[src/sv/arfp_pkg.sv]
// ----------------------------------------------------------------------------
// arfp_pkg: shared types and constants of the audio reply frame parser
// Header codes, field codes and the structs passed between the parser stages.
// ----------------------------------------------------------------------------
`default_nettype none

package arfp_pkg;

  localparam logic [7:0] HDR_STATUS     = 8'hA3;
  localparam logic [7:0] HDR_EQ         = 8'hA4;
  localparam logic [7:0] HDR_DIR        = 8'hAD;
  localparam logic [7:0] NO_STATUS_MARK = 8'hFF;

  localparam int unsigned WIN_DEPTH = 4;
  localparam int unsigned FILL_W    = $clog2(WIN_DEPTH + 1);
  localparam int unsigned WIN_IDX_W = $clog2(WIN_DEPTH);

  localparam logic [1:0] KIND_STATUS = 2'd0;
  localparam logic [1:0] KIND_EQ     = 2'd1;
  localparam logic [1:0] KIND_DIR    = 2'd2;

  localparam logic [3:0] EQ_NIB_MAX = 4'd5;
  localparam logic [2:0] EQ_UNKNOWN = 3'd6;

  localparam logic [3:0] SRC_NIB_FM  = 4'h5;
  localparam logic [3:0] SRC_NIB_MP3 = 4'h3;
  localparam logic [3:0] SRC_NIB_DVD = 4'h6;

  localparam logic [1:0] SRC_FM      = 2'd0;
  localparam logic [1:0] SRC_MP3     = 2'd1;
  localparam logic [1:0] SRC_DVD     = 2'd2;
  localparam logic [1:0] SRC_UNKNOWN = 2'd3;

  typedef struct packed {
    logic       hit;
    logic [7:0] hdr;
    logic [7:0] b1;
    logic [7:0] b2;
    logic [7:0] b3;
  } frame_t;

  typedef struct packed {
    logic [1:0] frame_kind;
    logic       has_status;
    logic [7:0] volume;
    logic [2:0] eq_mode;
    logic [3:0] eq_nibble;
    logic [1:0] source_sel;
    logic [3:0] source_nibble;
  } result_t;

endpackage

`default_nettype wire

[src/sv/arfp_window.sv]
// ----------------------------------------------------------------------------
// arfp_window: five-byte sliding window and frame check
// Holds four earlier bytes, checks header and checksum against the new byte.
// ----------------------------------------------------------------------------
`default_nettype none

module arfp_window (
  input  wire logic            clk_i,
  input  wire logic            rst_ni,
  input  wire logic [7:0]      byte_i,
  input  wire logic            consume_i,
  output arfp_pkg::frame_t     frame_o
);

  logic [arfp_pkg::FILL_W-1:0] fill_q, fill_d;
  logic [7:0]                  win_q [arfp_pkg::WIN_DEPTH];
  logic                        full;
  logic                        hdr_ok;
  logic                        sum_ok;

  assign full   = (fill_q == arfp_pkg::FILL_W'(arfp_pkg::WIN_DEPTH));
  assign hdr_ok = (win_q[0] == arfp_pkg::HDR_STATUS) || (win_q[0] == arfp_pkg::HDR_EQ) ||
                  (win_q[0] == arfp_pkg::HDR_DIR);
  assign sum_ok = (byte_i == (win_q[1] ^ win_q[2] ^ win_q[3]));

  assign frame_o.hit = full && hdr_ok && sum_ok;
  assign frame_o.hdr = win_q[0];
  assign frame_o.b1  = win_q[1];
  assign frame_o.b2  = win_q[2];
  assign frame_o.b3  = win_q[3];

  always_comb begin
    fill_d = fill_q;
    if (consume_i) begin
      if (!full) begin
        fill_d = fill_q + 1'b1;
      end else if (frame_o.hit) begin
        fill_d = '0;
      end
    end
  end

  always_ff @(posedge clk_i or negedge rst_ni) begin
    if (!rst_ni) begin
      fill_q <= '0;
    end else begin
      fill_q <= fill_d;
    end
  end

  // held bytes past the fill level are never read, so they need no reset
  always_ff @(posedge clk_i) begin
    if (consume_i) begin
      if (!full) begin
        win_q[fill_q[arfp_pkg::WIN_IDX_W-1:0]] <= byte_i;
      end else if (!frame_o.hit) begin
        for (int i = 0; i < arfp_pkg::WIN_DEPTH - 1; i++) begin
          win_q[i] <= win_q[i+1];
        end
        win_q[arfp_pkg::WIN_DEPTH-1] <= byte_i;
      end
    end
  end

endmodule

`default_nettype wire

[src/sv/arfp_decode.sv]
// ----------------------------------------------------------------------------
// arfp_decode: reply field decoder
// Maps an accepted frame to kind, volume, equalizer and source fields.
// ----------------------------------------------------------------------------
`default_nettype none

module arfp_decode (
  input  arfp_pkg::frame_t  frame_i,
  output arfp_pkg::result_t res_o
);

  logic [3:0] hi;
  logic [3:0] lo;
  logic [1:0] kind;
  logic       status;
  logic [1:0] src;

  assign hi = frame_i.b3[7:4];
  assign lo = frame_i.b3[3:0];

  always_comb begin
    case (frame_i.hdr)
      arfp_pkg::HDR_STATUS: kind = arfp_pkg::KIND_STATUS;
      arfp_pkg::HDR_EQ:     kind = arfp_pkg::KIND_EQ;
      default:              kind = arfp_pkg::KIND_DIR;
    endcase
  end

  always_comb begin
    case (lo)
      arfp_pkg::SRC_NIB_FM:  src = arfp_pkg::SRC_FM;
      arfp_pkg::SRC_NIB_MP3: src = arfp_pkg::SRC_MP3;
      arfp_pkg::SRC_NIB_DVD: src = arfp_pkg::SRC_DVD;
      default:               src = arfp_pkg::SRC_UNKNOWN;
    endcase
  end

  assign status = (kind != arfp_pkg::KIND_DIR) && (frame_i.b2 != arfp_pkg::NO_STATUS_MARK);

  // frames without status carry zeros in every status field
  always_comb begin
    res_o            = '0;
    res_o.frame_kind = kind;
    if (status) begin
      res_o.has_status    = 1'b1;
      res_o.volume        = frame_i.b1;
      res_o.eq_mode       = (hi <= arfp_pkg::EQ_NIB_MAX) ? hi[2:0] : arfp_pkg::EQ_UNKNOWN;
      res_o.eq_nibble     = hi;
      res_o.source_sel    = src;
      res_o.source_nibble = lo;
    end
  end

endmodule

`default_nettype wire

[src/sv/audio_reply_frame_parser_core.sv]
// ----------------------------------------------------------------------------
// audio_reply_frame_parser_core: audio device reply frame parser
// Finds checksummed five-byte reply frames in a received byte stream.
// ----------------------------------------------------------------------------
// Usage
//   slave stream: one received byte per transfer on s_axis_tdata[7:0].
//   master stream: one transfer per accepted frame; frame kind on tuser,
//   status fields on tdata. Bytes that do not complete a frame give nothing.
// Pipeline
//   a byte sits in the input register while the window check and field
//   decode run on it; the result of a frame it completes is registered in
//   the result register, which drives the master side.
// Throughput
//   one byte per cycle while no frame-completing byte waits on the result
//   side, set by the window update between the input and result registers.
// Reset
//   rst_ni clears the fill level, the input valid and the result valid;
//   parsing starts over with an empty window.
// Stall
//   while a result waits on m_axis_tready, bytes that make no frame keep
//   flowing; a byte that completes a frame waits in the input register and
//   s_axis_tready stays low until the waiting result is taken.
// ----------------------------------------------------------------------------
`default_nettype none

module audio_reply_frame_parser_core (
  input  wire logic        clk_i,
  input  wire logic        rst_ni,
  input  wire logic        s_axis_tvalid,
  output      logic        s_axis_tready,
  input  wire logic [7:0]  s_axis_tdata,   // [7:0] rx_byte
  output      logic        m_axis_tvalid,
  input  wire logic        m_axis_tready,
  output      logic [23:0] m_axis_tdata,   // has_status, volume, eq_mode, eq_nibble,
                                           // source_sel, source_nibble, zero fill
  output      logic [1:0]  m_axis_tuser    // frame_kind
);

  logic              in_valid_q;
  logic [7:0]        in_byte_q;
  logic              out_valid_q, out_valid_d;
  arfp_pkg::result_t out_res_q;
  arfp_pkg::frame_t  frame;
  arfp_pkg::result_t res;
  logic              out_free;
  logic              advance;

  arfp_window u_window (
    .clk_i     (clk_i),
    .rst_ni    (rst_ni),
    .byte_i    (in_byte_q),
    .consume_i (advance),
    .frame_o   (frame)
  );

  arfp_decode u_decode (
    .frame_i (frame),
    .res_o   (res)
  );

  assign out_free      = !out_valid_q || m_axis_tready;
  assign advance       = in_valid_q && (!frame.hit || out_free);
  assign s_axis_tready = !in_valid_q || advance;
  assign out_valid_d   = out_free ? (advance && frame.hit) : out_valid_q;

  always_ff @(posedge clk_i or negedge rst_ni) begin
    if (!rst_ni) begin
      in_valid_q  <= 1'b0;
      out_valid_q <= 1'b0;
    end else begin
      if (s_axis_tvalid && s_axis_tready) begin
        in_valid_q <= 1'b1;
      end else if (advance) begin
        in_valid_q <= 1'b0;
      end
      out_valid_q <= out_valid_d;
    end
  end

  always_ff @(posedge clk_i) begin
    if (s_axis_tvalid && s_axis_tready) begin
      in_byte_q <= s_axis_tdata;
    end
    if (advance && frame.hit) begin
      out_res_q <= res;
    end
  end

  assign m_axis_tvalid = out_valid_q;
  assign m_axis_tuser  = out_res_q.frame_kind;
  assign m_axis_tdata  = {2'b00, out_res_q.source_nibble, out_res_q.source_sel,
                          out_res_q.eq_nibble, out_res_q.eq_mode, out_res_q.volume,
                          out_res_q.has_status};

endmodule

`default_nettype wire

[config.mk]
export PLATFORM = sky130hd
export DESIGN_NAME = audio_reply_frame_parser_core
export DESIGN_NICKNAME = d
export VERILOG_FILES = /design/src/sv/arfp_pkg.sv /design/src/sv/arfp_window.sv /design/src/sv/arfp_decode.sv /design/src/sv/audio_reply_frame_parser_core.sv
export SDC_FILE = /design/constraint.sdc
export NUM_CORES = 1
export LEC_CHECK = 0
export BUFFER_PORTS_ARGS = -buffer_cell sky130_fd_sc_hd__buf_4
export CORE_MARGIN = 3
export CORE_UTILIZATION = 40
export DETAILED_ROUTE_END_ITERATION = 6
export MAX_ROUTING_LAYER = met4
export PLACE_DENSITY = 0.61
export SLEW_MARGIN = 40
export SYNTH_ARGS = -nofsm -noshare
export SYNTH_HDL_FRONTEND = slang
export SYNTH_SLANG_ARGS = --single-unit
[constraint.sdc]
create_clock -name clk_i -period 3.1 [get_ports clk_i]
set_input_delay 0.775 -clock clk_i [delete_from_list [all_inputs] [get_ports clk_i]]
set_output_delay 0.775 -clock clk_i [all_outputs]
set_load 0.05 [all_outputs]
==> results.cfg, run 1 <==
[drt]
final_ant_viol_nets = 0
number_of_drc_markers_in_iteration_0 = 101
num_vias = 1682
firstDrtPassIters = 4
wl_per_cell_um = 15.20
number_of_remaining_drc_errors = 0
routed_wl_um = 5367
vias_per_cell = 4.765

[critical_path]
worstRegToRegCells = 8
reg2reg_to = u_window.win_q[0][7]$_DFFE_PP_
reg2reg_from = u_window.fill_q[1]$_DFFE_PN0P_
endpoint_kind = output port
worstSetupEndpoint = s_axis_tready
path_class = register to output port
worstSetupStartpoint = u_window.win_q[0][3]$_DFFE_PP_
critPathLaunchType = register
cp_data_arrival_time_ns = 2.01
timing.reg2reg.setup_slack_ns = 0.77
worstPathRequired_ns = 2.32
path_max_fanout = 5

[pwr]
static_leakage_power_nw = 1.470
vdd_ir_drop_max_mv = 0.2845
power_density_nw_per_um2 = 734.9

[synthesis]
number_of_different_library_cells_in_the_post_synthesis_netlist = 40
primary_flip_flop_cell_chosen_by_synthesis_mapping = edfxtp_1
synth_sequential_area_ratio = 0.6426
synth.cell_area_um2 = 3186
synth_edf_count = 64
avgSynthCellArea_um2 = 15.77
ys_ff_latch = 69
synth_cells = 202
yosys_warnings = 0
async_reset_ff_frac = 0.07246

[timing]
finalClockSkew_ns = 0.007104
grt_setup_unrepaired = false
final_critical_path_setup_slack_ns = 0.3125
max_freq_mhz = 358.7
slew_violations = 0
finalHoldViolCount = 0
layout_min_cycle_time_ns = 2.788
setup_violations = 0
min_period_over_period = 0.8992
setup_tns_ns = 0

[floorplanning]
chipHeight_um = 95.24
initial_utilization = 0.4255
core_area_um2 = 7486
dieWidth_um = 95.24
rows = 31
io_pins = 40
floorplan.die_area_um2 = 9071

[clock_tree]
cts_hold_repair.buffers = 0
numCtsBuffers = 9
clock_insertion_delay_worst_skew_ns = 0.34
cts_tree = done
cts_resized = 0
number_of_sinks_on_the_clock_net = 69
cts.repair_timing.setup_buffer_count = 0
cts_max_path_buffers = 2
cts_max_level = 3
cts-root-buf = clkbuf_8
clock_slew_seen_by_the_registers_of_the_worst_setup_and_hold_paths_ns = 0.07

[place]
routabilityCongestion = 0.8026
io_buffers = 37
dp_hpwl_um = 3952
pre_cts_ws_ns = 0.6793

[layout]
synthesis_to_layout_area_growth_pct = 18.38
antenna_cells_inserted = 0
final_nets = 265
filler_cell_count = 666
final_layout_size_suffix_gt1_frac = 0.3543

[global_route]
globalRouteTotalUtil = 0.1339
global_route.overflow_total = 0
grt_start_max_net_pins = 24
grt_pass1_wl_um = 8562
number_of_global_route_vias_before_repair = 1603
antenna_violations_before_repair = 0

[run_status]
outcome = completed

[hold_path]
min_path_type = input port to async pin

[job]
max_cap_violations = 0
==> worst min path at each step <==
stage / end / slack (ns) / depth (start not counted)
4_1_cts: u_window.fill_q[1]$_DFFE_PN0P_ / 0.21 / 1
2_1_floorplan: in_valid_q$_DFFE_PN0P_ / 0.48 / 0
5_1_grt: in_valid_q$_DFFE_PN0P_ / 0.21 / 1
6_report: u_window.fill_q[1]$_DFFE_PN0P_ / 0.22 / 1
3_5_place_dp: u_window.fill_q[2]$_DFFE_PN0P_ / 0.56 / 2
3_3_place_gp: u_window.win_q[3][5]$_DFFE_PP_ / 0.55 / 0
==> cells by family (layout without fill, tap and decap cells) <==
logic type / after synthesis / after routing / synth area share
DFF: 69 / 69 / 0.6426
and+or+nand+nor: 52 / 52 / 0.09898
xor gates and xnor gates: 27 / 27 / 0.07424
muxes: 25 / 25 / 0.1072
AOI/OAI and AO/OA: 14 / 14 / 0.03732
buffers and inverters: 10 / 61 / 0.02278
adders and majority gates: 4 / 4 / 0.01571
other: 1 / 2 / 0.001177
==> final cells by class <==
cell class              instances  area (um2)  share of cell area
clock inverters                 7       56.30             0.01493
clock buffers                   9       123.9             0.03285
inverters                       4       15.01            0.003981
well taps                      99       123.9             0.03285
multi-input cells             124        1085              0.2877
flip-flops and latches         69        2047              0.5428
repair buffers                 41       320.3             0.08494
==> where the power goes <==
part / internal, mW / total, mW / leakage (nW) / switching [mW]
clock network: 0.359 / 0.680 / 0.0953 / 0.321
logic: 0.339 / 0.691 / 0.671 / 0.352
registers: 1.24 / 1.40 / 0.704 / 0.164
==> per-stage QoR <==
step | instance area [um2] | instances | util | power, mW | hold WS, ns
after detailed placement | 3587 | 337 | 0.4792 | 2.109 | 0.5568
after floorplan | 3194 | 203 | - | 1.933 | 0.4794
after global placement | 3587 | 337 | 0.4792 | 2.096 | 0.5524
after global routing | 3771 | 353 | 0.5038 | 2.932 | 0.2095
after CTS | 3767 | 353 | 0.5033 | 2.798 | 0.2069
final | 3771 | 353 | 0.5038 | 2.771 | 0.2225
==> flip-flops by register name, indices dropped and copies added, names as in the netlist <==
register and cells:
u_window.win_q 32, m_axis_tvalid 1, m_axis_tuser 2, u_window.fill_q 3
m_axis_tdata 22, in_byte_q 8, in_valid_q 1
==> cells in the mapped netlist (2+ instances only) <==
cell        n  share of area
nor2_1      5         0.0059
mux2_2      9          0.032
o31a_1      2         0.0055
dfrtp_1     5          0.039
and3_1      2         0.0039
edfxtp_1   64           0.60
clkbuf_1    2         0.0024
nand4bb_1   2         0.0071
inv_1       4         0.0047
nand4_1     5         0.0098
buf_4       2         0.0047
xnor2_1    18          0.049
nand2b_1    2         0.0039
mux2_4     16          0.075
ha_1        4          0.016
nor2b_1     2         0.0039
a21o_2      2         0.0055
xor2_1      9          0.025
o21a_1      2         0.0047
nand3_1     2         0.0031
and2_1     16          0.031
nor3_1      3         0.0047
or2_2       2         0.0039
nand2_1     6         0.0071
==> layer usage <==
layer,track usage,part of all wire
met5,-,0
met4,0.07572,0.023
met3,0.02684,0.050
met2,0.1784,0.44
met1,0.1893,0.49
==> critical path, stage by stage (launching register included) <==
cell      delay [ns]
edfxtp_1        0.44
or2_2           0.32
o211ai_1        0.25
and3_1          0.27
nand4_1         0.16
buf_4           0.23
==> cell usage in the layout, fill, tap and decap left out, types with 3 or more instances in the layout <==
cell type,instances
edfxtp_1,64
buf_4,40
xnor2_1,18
mux2_4,16
and2_1,16
xor2_1,9
mux2_2,9
clkbuf_8,9
nand2_1,6
nor2_1,5
nand4_1,5
dfrtp_1,5
inv_1,4
ha_1,4
clkinv_2,3
clkinv_1,3
Power figures use the tool's default switching activity.
==> inputs of run 2 (changes only) <==
- CORE_MARGIN: 3 -> 1
==> run 2 against run 1 <==
Compared with the run above:
- setup slack got worse by 0.049 ns
- combinational power fell by 2%
- register-to-register slack worse by 0.06 ns
- first-iteration DRC count down 32%
- cell count is 0.85% higher
- non-clock buffer count stayed put
- sequential cell count unchanged
- clock skew barely moved
- critical path type unchanged
- largest cell class unchanged
==> results.cfg, run 2 (synthesized netlist as in run 1, its figures left out) <==
[run_status]
outcome = completed

[critical_path]
timing.reg2reg.setup_slack_ns = 0.71
cp_data_arrival_time_ns = 2.06
critical-path-slowest-cell = edfxtp_1
reg2reg_to = u_window.win_q[0][7]$_DFFE_PP_
path_max_fanout = 6
worstRegToRegCells = 8
worstPathRequired_ns = 2.32
endpoint_kind = output port
worstSetupEndpoint = s_axis_tready
worst_path_largest_cell_delay_ns = 0.46
reg2reg_from = u_window.fill_q[1]$_DFFE_PN0P_
path_class = register to output port
timing.critical_path.cells = or2_2 -> o211ai_1 -> and3_1 -> nand4_1 -> buf_4
critPathLaunchType = register
worstSetupStartpoint = u_window.win_q[0][0]$_DFFE_PP_

[pwr]
static_leakage_power_nw = 1.477
post-layout-total-power_mw = 2.841
internal-power_mw = 2.014
clock_power_share = 0.268
switching_share = 0.2912
comb_power_share = 0.239
vdd_ir_drop_max_mv = 0.2646
power_switching_mw = 0.8272
sequentialPowerShare = 0.492
power_density_nw_per_um2 = 750.1

[clock_tree]
cts_max_level = 3
number_of_sinks_on_the_clock_net = 69
clock_insertion_delay_worst_skew_ns = 0.33
clock_slew_seen_by_the_registers_of_the_worst_setup_and_hold_paths_ns = 0.07
cts-root-buf = clkbuf_8
numCtsBuffers = 9
cts_resized = 0
cts_hold_repair.buffers = 0
cts_max_path_buffers = 2
cts.repair_timing.setup_buffer_count = 0
cts_tree = done

[drt]
number_of_remaining_drc_errors = 0
routed_wl_um = 5243
firstDrtPassIters = 4
wl_per_cell_um = 14.73
num_vias = 1659
number_of_drc_markers_in_iteration_0 = 69
vias_per_cell = 4.660
final_ant_viol_nets = 0

[timing]
grt_setup_unrepaired = false
max_freq_mhz = 352.6
setup_tns_ns = 0
setup_violations = 0
layout_min_cycle_time_ns = 2.836
slew_violations = 0
finalHoldViolCount = 0
min_period_over_period = 0.9149
finalClockSkew_ns = 0.006935

[hold_path]
min_path_type = input port to async pin

[floorplanning]
floorplan.die_area_um2 = 8325
io_pins = 40
rows = 32
chipHeight_um = 91.24
initial_utilization = 0.4122
core_area_um2 = 7727
dieWidth_um = 91.24

[place]
placed_area_um2 = 3578
dp_hpwl_um = 3838
routabilityCongestion = 0.8107
io_buffers = 37

[layout]
filler_cell_count = 681
postLayoutCoreUtil = 0.4901
antenna_cells_inserted = 0
largest_reg_flops = 32
regArea_um2 = 2047
final_layout_size_suffix_gt1_frac = 0.3543
final_nets = 265
final_common_cell = edfxtp_1
layout.cells.most_common_list = edfxtp_1, buf_4, xnor2_1
postLayoutCellArea_um2 = 3787
largest-register = u_window.win_q
synthesis_to_layout_area_growth_pct = 18.89
footprint_of_the_multi_input_gates_um2 = 1085

[global_route]
grt_start_max_net_pins = 27
number_of_global_route_vias_before_repair = 1588
global_route.overflow_total = 0
globalRouteTotalUtil = 0.1439
antenna_violations_before_repair = 0
grt_pass1_wl_um = 8459

[job]
max_cap_violations = 0
==> run 2: cell count changes in the layout (fill, tap and decap cells not counted) <==
cell	before	now
buf_12	1	0
buf_4	40	41
bufinv_16	1	2
clkbuf_1	0	1
clkinv_1	3	2
clkinv_2	3	2
==> run 2: worst min path at each step <==
stage / from / to / slack (ns)
2_1_floorplan: rst_ni / in_valid_q$_DFFE_PN0P_ / 0.48
3_3_place_gp: in_byte_q[5]$_DFFE_PP_ / u_window.win_q[3][5]$_DFFE_PP_ / 0.55
3_5_place_dp: in_byte_q[7]$_DFFE_PP_ / u_window.win_q[3][7]$_DFFE_PP_ / 0.56
4_1_cts: rst_ni / in_valid_q$_DFFE_PN0P_ / 0.21
5_1_grt: rst_ni / in_valid_q$_DFFE_PN0P_ / 0.21
6_report: rst_ni / in_valid_q$_DFFE_PN0P_ / 0.22
==> run 2: area by class of cell <==
| type | count | area share |
|---|---|---|
| flip-flops and latches | 69 | 0.5405 |
| multi-input cells | 124 | 0.2864 |
| repair buffers | 41 | 0.08127 |
| clock buffers | 10 | 0.03370 |
| well taps | 102 | 0.03370 |
| clock inverters | 6 | 0.02048 |
| inverters | 4 | 0.003964 |
==> run 2: power groups by stage <==
stage	logic [mW]	registers, mW	clock network, mW
2_1_floorplan	0.571	1.36	0
3_3_place_gp	0.677	1.41	0
3_5_place_dp	0.683	1.42	0
4_1_cts	0.691	1.40	0.779
5_1_grt	0.755	1.42	0.819
6_report	0.680	1.40	0.762
==> run 2: critical path: cells and delay by family, from the launching register on <==
| kind | cells | cell delay [ns] |
|---|---|---|
| and+or+nand+nor | 3 | 0.76 |
| buffers and inverters | 1 | 0.24 |
| DFF | 1 | 0.46 |
| AOI/OAI and AO/OA | 1 | 0.27 |
==> run 2: per-stage QoR <==
stage	setup slack [ns]	cells	hold slack [ns]
CTS	0.2811	356	0.2135
global placement	0.6958	340	0.5517
finish	0.2638	356	0.2235
floorplan	0.6156	203	0.4794
detailed placement	0.6576	340	0.5646
global route	0.1832	356	0.2052
==> run 2: routing by layer <==
layer / wire [um] / track usage
met1: 2545 / 0.1925
met5: 0 / -
met2: 2371 / 0.2045
met4: 72 / 0.05952
met3: 253 / 0.04271
==> inputs of run 3 (changes only) <==
==> constraint.sdc (replaced) <==
create_clock -name clk_i -period 3.1 [get_ports clk_i]
set_input_delay 0.155 -clock clk_i [delete_from_list [all_inputs] [get_ports clk_i]]
set_output_delay 0.155 -clock clk_i [all_outputs]
set_load 0.05 [all_outputs]
==> run 3 against run 2 <==
Compared with the run above:
- count of clock-buffer cells in the layout up 1
- sequential power about the same
- sequential cell count stayed put
- final area grew 1.9%
- global-route usage fell by 0.21 points
- fmax increased by 25%
- routed wire length increased by 0.61%
- die area stayed put
- highest routed layer unchanged
- non-clock buffer count grew 10
- largest cell class unchanged
==> results.cfg, run 3 (synthesized netlist as in run 1, its figures left out) <==
[pwr]
switching_share = 0.2986
sequentialPowerShare = 0.508
comb_power_share = 0.246
power_switching_mw = 0.8263
post-layout-total-power_mw = 2.767
clock_power_share = 0.247
power_density_nw_per_um2 = 716.7
vdd_ir_drop_max_mv = 0.3455
internal-power_mw = 1.941
static_leakage_power_nw = 1.500

[clock_tree]
number_of_sinks_on_the_clock_net = 69
cts_max_level = 3
cts_tree = done
clock_slew_seen_by_the_registers_of_the_worst_setup_and_hold_paths_ns = 0.07
cts-root-buf = clkbuf_8
cts.repair_timing.setup_buffer_count = 0
clock_insertion_delay_worst_skew_ns = 0.34
cts_max_path_buffers = 2
numCtsBuffers = 9

[critical_path]
critPathLaunchType = register
worstRegToRegCells = 8
cp_data_arrival_time_ns = 2.12
path_max_fanout = 6
timing.critical_path.cells = or2_2 -> o211ai_1 -> and3_1 -> nand4_1 -> buf_4
worstPathRequired_ns = 2.94
path_class = register to output port
reg2reg_to = u_window.win_q[0][7]$_DFFE_PP_
timing.reg2reg.setup_slack_ns = 0.84
worst_path_largest_cell_delay_ns = 0.46
reg2reg_from = u_window.fill_q[0]$_DFFE_PN0P_
critical-path-slowest-cell = edfxtp_1
endpoint_kind = output port

[drt]
num_vias = 1708
routed_wl_um = 5275
number_of_remaining_drc_errors = 0
vias_per_cell = 4.667
wl_per_cell_um = 14.41
firstDrtPassIters = 4
final_ant_viol_nets = 0
number_of_drc_markers_in_iteration_0 = 90

[floorplanning]
dieWidth_um = 91.24
floorplan.die_area_um2 = 8325
chipHeight_um = 91.24
rows = 32
io_pins = 40
initial_utilization = 0.4122
core_area_um2 = 7727

[timing]
measured_slew_at_the_worst_slew_check_pin_ns = 0.8038
setup_violations = 0
min_period_over_period = 0.7324
finalHoldViolCount = 0
grt_setup_unrepaired = false
max_freq_mhz = 440.4
setup_tns_ns = 0
layout_min_cycle_time_ns = 2.271
slew_violations = 0
finalClockSkew_ns = 0.006909
timing.max_slew.rel_slack = 0.4630

[layout]
final_layout_size_suffix_gt1_frac = 0.3371
final_common_cell = edfxtp_1
synthesis_to_layout_area_growth_pct = 21.21
antenna_cells_inserted = 0
filler_cell_count = 675
layout.cells.most_common_list = edfxtp_1, buf_4, xnor2_1
largest_reg_flops = 32
largest-register = u_window.win_q
final_nets = 275

[global_route]
globalRouteTotalUtil = 0.1419
number_of_global_route_vias_before_repair = 1626
grt_pass1_wl_um = 8376
global_route.overflow_total = 0
antenna_violations_before_repair = 0
grt_start_max_net_pins = 25

[place]
io_buffers = 37
dp_hpwl_um = 3900
routabilityCongestion = 0.8461

[job]
max_cap_violations = 0

[hold_path]
min_path_type = input port to async pin

[run_status]
outcome = completed
## run 3: area by class of cell
type | count | area [um2] | share of cell area
sequential | 69 | 2047 | 0.5301
tap | 102 | 127.6 | 0.03305
clock buffer | 11 | 131.4 | 0.03402
inverter | 4 | 15.01 | 0.003889
clock inverter | 5 | 51.30 | 0.01329
multi-input combinational | 124 | 1081 | 0.2800
timing repair buffer | 51 | 407.9 | 0.1056
## run 3: what timing repair did
action,in CTS,in global routing
resized for setup,0,0
hold buffers,9,1
hold endpoints to repair,13,1
## run 3: per-layer routing
metal,GRT usage,routed length [um],up-vias,share of wire
li1,-,-,853,-
met1,0.1863,2598,798,0.49
met2,0.2045,2398,48,0.45
met3,0.03518,197,9,0.037
met4,0.07143,81,0,0.015
met5,-,0,-,0
## run 3: how the worst max path moves through the flow
stage,from,endpoint,slack (ns),depth (start not counted)
after global routing,u_window.win_q[0][0]$_DFFE_PP_,s_axis_tready,0.70,5
final,u_window.win_q[0][0]$_DFFE_PP_,s_axis_tready,0.83,5
after detailed placement,u_window.fill_q[0]$_DFFE_PN0P_,u_window.win_q[0][7]$_DFFE_PP_,0.86,8
after CTS,u_window.win_q[0][3]$_DFFE_PP_,s_axis_tready,0.83,5
after global placement,u_window.fill_q[1]$_DFFE_PN0P_,u_window.win_q[0][7]$_DFFE_PP_,0.90,8
after floorplan,u_window.win_q[0][0]$_DFFE_PP_,m_axis_tdata[0]$_DFFE_PP_,0.62,4
## run 3: through the flow
step	cells	util	area (um2)	worst slack [ns]	hold slack, ns
after floorplan	203	-	3194	0.6156	-0.1406
after global placement	340	0.4631	3578	0.9016	-0.03927
after detailed placement	340	0.4631	3578	0.8576	-0.03647
after CTS	365	0.4984	3851	0.8348	0.001421
after global routing	366	0.4997	3861	0.7036	0.1563
final	366	0.4997	3861	0.8295	0.1492
## run 3: power by group through the flow
stage	registers [mW]	clock network (mW)	logic [mW]
floorplan	1.36	0	0.571
global placement	1.42	0	0.663
finish	1.40	0.683	0.680
CTS	1.40	0.706	0.683
detailed placement	1.42	0	0.670
global route	1.43	0.742	0.743
## run 3: worst max-delay path: cells and delay by family, from the launching register on
family | cells | cell delay, ns
AND/OR/NAND/NOR | 3 | 0.80
flip-flops | 1 | 0.46
buffers and inverters | 1 | 0.27
AO/OA/AOI/OAI | 1 | 0.25
